### config.mk
export PLATFORM = sky130hd
export DESIGN_NAME = mpmp_term_acc
export DESIGN_NICKNAME = d
export VERILOG_FILES = /design/src/rtl/core/mpmp_pkg.sv /design/src/rtl/core/mpmp_term_acc.sv
export SDC_FILE = /design/constraint.sdc
export NUM_CORES = 1
export LEC_CHECK = 0
export ABC_CLOCK_PERIOD_IN_PS = 5700
export BUFFER_PORTS_ARGS = -buffer_cell sky130_fd_sc_hd__buf_2
export CAP_MARGIN = 25
export CORE_UTILIZATION = 50
export DETAILED_ROUTE_END_ITERATION = 16
export PLACE_DENSITY = 0.78
export SYNTH_ARGS = -nofsm -noshare
export SYNTH_HDL_FRONTEND = slang
export SYNTH_SLANG_ARGS = --single-unit
### constraint.sdc
create_clock -name clk -period 5.7 [get_ports clk]
set_input_delay 0.855 -clock clk [delete_from_list [all_inputs] [get_ports clk]]
set_output_delay 0.855 -clock clk [all_outputs]
set_load 0.01 [all_outputs]
### src/rtl/core/mpmp_pkg.sv
`default_nettype none
// ----------------------------------------------------------------------------
// mpmp_pkg
// Shared types and constants of the min-plus matrix power core.
// ----------------------------------------------------------------------------
package mpmp_pkg;

  localparam int          DW        = 31;            // stored distance width
  localparam logic [30:0] INF_DIST  = 31'h7FFF_FFFF; // no path
  localparam int          CFG_AW    = 3;             // APB byte address width
  localparam logic [4:0]  VC_RESET  = 5'd16;

  // request opcodes
  localparam logic [1:0] OP_WRITE = 2'd0;
  localparam logic [1:0] OP_RUN   = 2'd1;
  localparam logic [1:0] OP_READ  = 2'd2;

  // register index
  localparam logic REG_VERTEX_COUNT = 1'b0;

  typedef struct packed {
    logic [1:0]  opcode;
    logic [3:0]  row;
    logic [3:0]  col;
    logic [15:0] weight;
  } in_t;

  typedef struct packed {
    logic signed [31:0] distance;
    logic               run_done;
  } out_t;

  // control of the min-plus accumulator
  typedef struct packed {
    logic vld;
    logic first;
  } acc_ctl_t;

endpackage : mpmp_pkg
`default_nettype wire

### src/rtl/core/mpmp_term_acc.sv
`default_nettype none
// ----------------------------------------------------------------------------
// mpmp_term_acc
// Saturating min-plus term and running minimum over k.
// ----------------------------------------------------------------------------
module mpmp_term_acc (
  input  wire                    clk,
  input  wire mpmp_pkg::acc_ctl_t ctl,
  input  wire  [30:0]            op_a,
  input  wire  [30:0]            op_b,
  output logic [30:0]            best_nxt
);
  import mpmp_pkg::*;

  logic [31:0] sum;
  logic [30:0] term;
  logic [30:0] acc_r;

  always_comb begin
    sum = {1'b0, op_a} + {1'b0, op_b};
    if (op_a == INF_DIST || op_b == INF_DIST || sum >= {1'b0, INF_DIST}) begin
      term = INF_DIST;
    end else begin
      term = sum[30:0];
    end
    if (ctl.first || term < acc_r) begin
      best_nxt = term;
    end else begin
      best_nxt = acc_r;
    end
  end

  always_ff @(posedge clk) begin
    if (ctl.vld) begin
      acc_r <= best_nxt;
    end
  end

endmodule : mpmp_term_acc
`default_nettype wire

==> impl_metrics.env <==
export IMPL_combPwrFrac_pct=71.8
export IMPL_synth_top_flop_cell="edfxtp_1"
export IMPL_clkSinkCount=31
export IMPL_p_int_w=0.00113
export IMPL_start_util_pct=51.3
export IMPL_ys_types=56
export IMPL_reg2reg_to="acc_r[28]$_DFFE_PP_"
export IMPL_numCtsBuffers=5
export IMPL_cp_endpoint="best_nxt[28]"
export IMPL_violations="negative setup slack"
export IMPL_cts_root_buf="clkbuf_8"
export IMPL_drt_iter0_markers=382
export IMPL_slew_headroom_pct=52.0
export IMPL_worst_slack_ns=-0.681
export IMPL_rows=33
export IMPL_fin_skew_ns=0.00628
export IMPL_largest_register_ffs=31
export IMPL_async_flop_share_pct=0
export IMPL_hold_class="flop to flop"
export IMPL_reg2reg_setup_slack_ns=2.56
export IMPL_insertedDiodeCount=0
export IMPL_p_sw_w=0.000772
export IMPL_cts_buffer_depth=2
export IMPL_period_needed_ns=6.38
export IMPL_layout_drive_gt1_share_pct=44.4
export IMPL_maxSlewViolCount=0
export IMPL_nNetsFinal=837
export IMPL_synth_top_area_cell="edfxtp_1"
export IMPL_crit_type="primary input to output port"
export IMPL_grt_max_degree=32
export IMPL_top_regs="acc_r x31"
export IMPL_multi_input_area_sq_um=3230
export IMPL_final_cells=816
export IMPL_synthCells=474
export IMPL_drc=0
export IMPL_htree_levels=2
export IMPL_vias=4954
export IMPL_drv_cap=0
export IMPL_routed_via_density=6.07
export IMPL_synth_edf_count=31
export IMPL_grt_pass1_wl_mm=23.9
export IMPL_die_area_sq_um=8760
export IMPL_ys_top_cells_by_area="edfxtp_1 22%, ha_1 18%, mux2_4 11%, nand2_1 4.4%, a21oi_1 4.3%"
export IMPL_worst_ep_arrival_time_ns=5.53
export IMPL_routedWlPerCell_um=19.3
export IMPL_power_density_nw_per_um2=296
export IMPL_cts_tree="built"
export IMPL_wirelength_mm=15.7
export IMPL_synth_seq_cells=31
export IMPL_post_place_ws_ns=-0.606
export IMPL_fmax_mhz=157
export IMPL_regArea_sq_um=931
export IMPL_io_buffers=95
export IMPL_crit_start="op_a[0]"
export IMPL_synth_top_area_share_pct=22.2
export IMPL_syn_nets=601
export IMPL_clk_latency_ns=0.29
export IMPL_antenna_found_initial=0
export IMPL_dp_hpwl_mm=10.8
export IMPL_reg2reg_depth=10
export IMPL_yosysWarnings=0
export IMPL_gp_congestion=0.967
export IMPL_cp_start_kind="primary input"
export IMPL_leakage_nw=3.18
export IMPL_required_ns=4.85
export IMPL_core_sq_um=8180
export IMPL_syn_area_sq_um=4200
export IMPL_finalSetupViolations=31
export IMPL_area_growth_pct=53.0
export IMPL_power_frac_seq_pct=19.1
export IMPL_regMostFlops="acc_r"
export IMPL_nFillCells=530
export IMPL_final_area_sq_um=6420
export IMPL_grtUsageTotal_pct=35.1
export IMPL_worst_pin_slew_ns=0.720
export IMPL_mostFrequentLayoutCells="140 x buf_4, 61 x buf_2, 57 x ha_1, 49 x nand2_1, 37 x inv_1"
export IMPL_antenna_left=0
export IMPL_gr_total_overflow=0
export IMPL_first_pass_iters=7
export IMPL_grt_pass1_vias=4908
export IMPL_r2r_start="acc_r[10]$_DFFE_PP_"
export IMPL_io_pins=96
export IMPL_avgSynthCellArea_sq_um=8.85
export IMPL_ir_drop_mv=0.119
export IMPL_final_common_cell="buf_4"
export IMPL_path_max_fanout=12
export IMPL_power_frac_clock_pct=9.1
export IMPL_post_route_period_util_pct=112
export IMPL_swShare_pct=40.6
export IMPL_status="finished with violations"
export IMPL_die_w_um=93.6
export IMPL_cp_end_kind="output port"
export IMPL_finalHoldViolCount=0
export IMPL_rsz0062_at_grt="true"
export IMPL_dpl_cell_area_sq_um=5800
export IMPL_placed_cells=796
export IMPL_synth_seq_area_share_pct=22.2
export IMPL_holdWs_ns=0.617
export IMPL_die_h_um=93.6
export IMPL_clk_pin_slew_ns=0.06
metal layers:
layer | share of wire (%) | vias to the layer above | GRT usage (%)
met5 | 0 | - | 0
met4 | 5.6 | 0 | 19.9
met3 | 7.0 | 83 | 6.67
met2 | 47 | 306 | 59.1
met1 | 40 | 2304 | 41.7
li1 | - | 2261 | -
synthesized netlist by cell type (3+ instances only):
master,instances
a211oi_1,8
a21boi_0,4
a21o_1,11
a21oi_1,36
a31oi_1,6
and2_1,3
and3_1,7
buf_2,9
buf_6,3
clkbuf_1,3
edfxtp_1,31
ha_1,61
inv_1,37
mux2_4,30
nand2_1,49
nand3_1,15
nand4_1,22
nor2_1,19
nor2b_1,4
nor3_1,7
nor4_1,5
o211ai_1,8
o21a_1,7
o21ai_0,24
o21bai_1,5
xnor2_1,8
xor2_1,15
worst max-delay path: stages:
cell,delay [ns]
buf_8,0.10
ha_4,0.16
buf_4,0.12
buf_4,0.13
a211oi_2,0.27
o21bai_2,0.13
a31oi_2,0.28
o211ai_2,0.17
a211oi_2,0.27
or2_4,0.18
buf_6,0.16
o211ai_1,0.15
ha_1,0.38
nand4_1,0.26
nor2_1,0.25
a21boi_1,0.29
nor4_2,0.08
and4b_1,0.24
a211o_4,0.41
buf_12,0.17
mux2_4,0.32
buf_6,0.13
power groups by stage:
stage | sequential [W] | clock [W] | combinational, W
floorplan | 0.000348 | 0 | 0.000636
global placement | 0.000361 | 0 | 0.000996
detailed placement | 0.000360 | 0 | 0.00105
CTS | 0.000359 | 0.000172 | 0.00126
global route | 0.000367 | 0.000184 | 0.00145
finish | 0.000364 | 0.000173 | 0.00137
layout make-up:
cell class,instances,share of cell area [%]
flip-flops and latches,31,14.5
clock inverters,1,0.0780
multi-input cells,391,50.3
repair buffers,244,29.7
inverters,37,2.16
well taps,105,2.05
clock buffers,7,1.19
logic make-up (layout without fill, tap and decap cells):
| logic type | Yosys count | after routing | share of synthesized area (%) |
|---|---|---|---|
| multiplexers | 33 | 33 | 11.5 |
| XOR/XNOR | 23 | 23 | 4.80 |
| adder cells (fa/ha/maj) | 62 | 62 | 18.7 |
| AND/OR/NAND/NOR | 141 | 141 | 16.6 |
| buffers and inverters | 52 | 289 | 5.46 |
| AO/OA/AOI/OAI | 132 | 132 | 20.8 |
| flip-flops | 31 | 31 | 22.2 |
what timing repair did:
item | in CTS | in global routing
setup endpoints to repair | 31 | 31
hold buffers | 0 | 0
gates resized for setup | 62 | 19
pin swaps | 11 | 22
buffers inserted | 7 | 5
gates cloned | 2 | 0
how the worst min path moves through the flow:
stage / from / end / slack (ns) / cells past startpoint
after floorplan: acc_r[0]$_DFFE_PP_ / acc_r[0]$_DFFE_PP_ / 0.58 / 1
after global placement: acc_r[29]$_DFFE_PP_ / acc_r[29]$_DFFE_PP_ / 0.58 / 1
after detailed placement: acc_r[17]$_DFFE_PP_ / acc_r[17]$_DFFE_PP_ / 0.58 / 1
after CTS: acc_r[1]$_DFFE_PP_ / acc_r[1]$_DFFE_PP_ / 0.62 / 1
after global routing: acc_r[27]$_DFFE_PP_ / acc_r[27]$_DFFE_PP_ / 0.64 / 1
final: acc_r[29]$_DFFE_PP_ / acc_r[29]$_DFFE_PP_ / 0.62 / 1
stage by stage:
stage               util [%]  total power, W  TNS (ns)
floorplan                  -        0.000984         0
global placement        70.9         0.00136    -13.90
detailed placement      70.9         0.00141    -17.79
CTS                     77.5         0.00179     -9.08
global route            78.5         0.00200    -25.76
finish                  78.5         0.00190    -20.25
No activity file was read; power rests on OpenSTA's default activity.
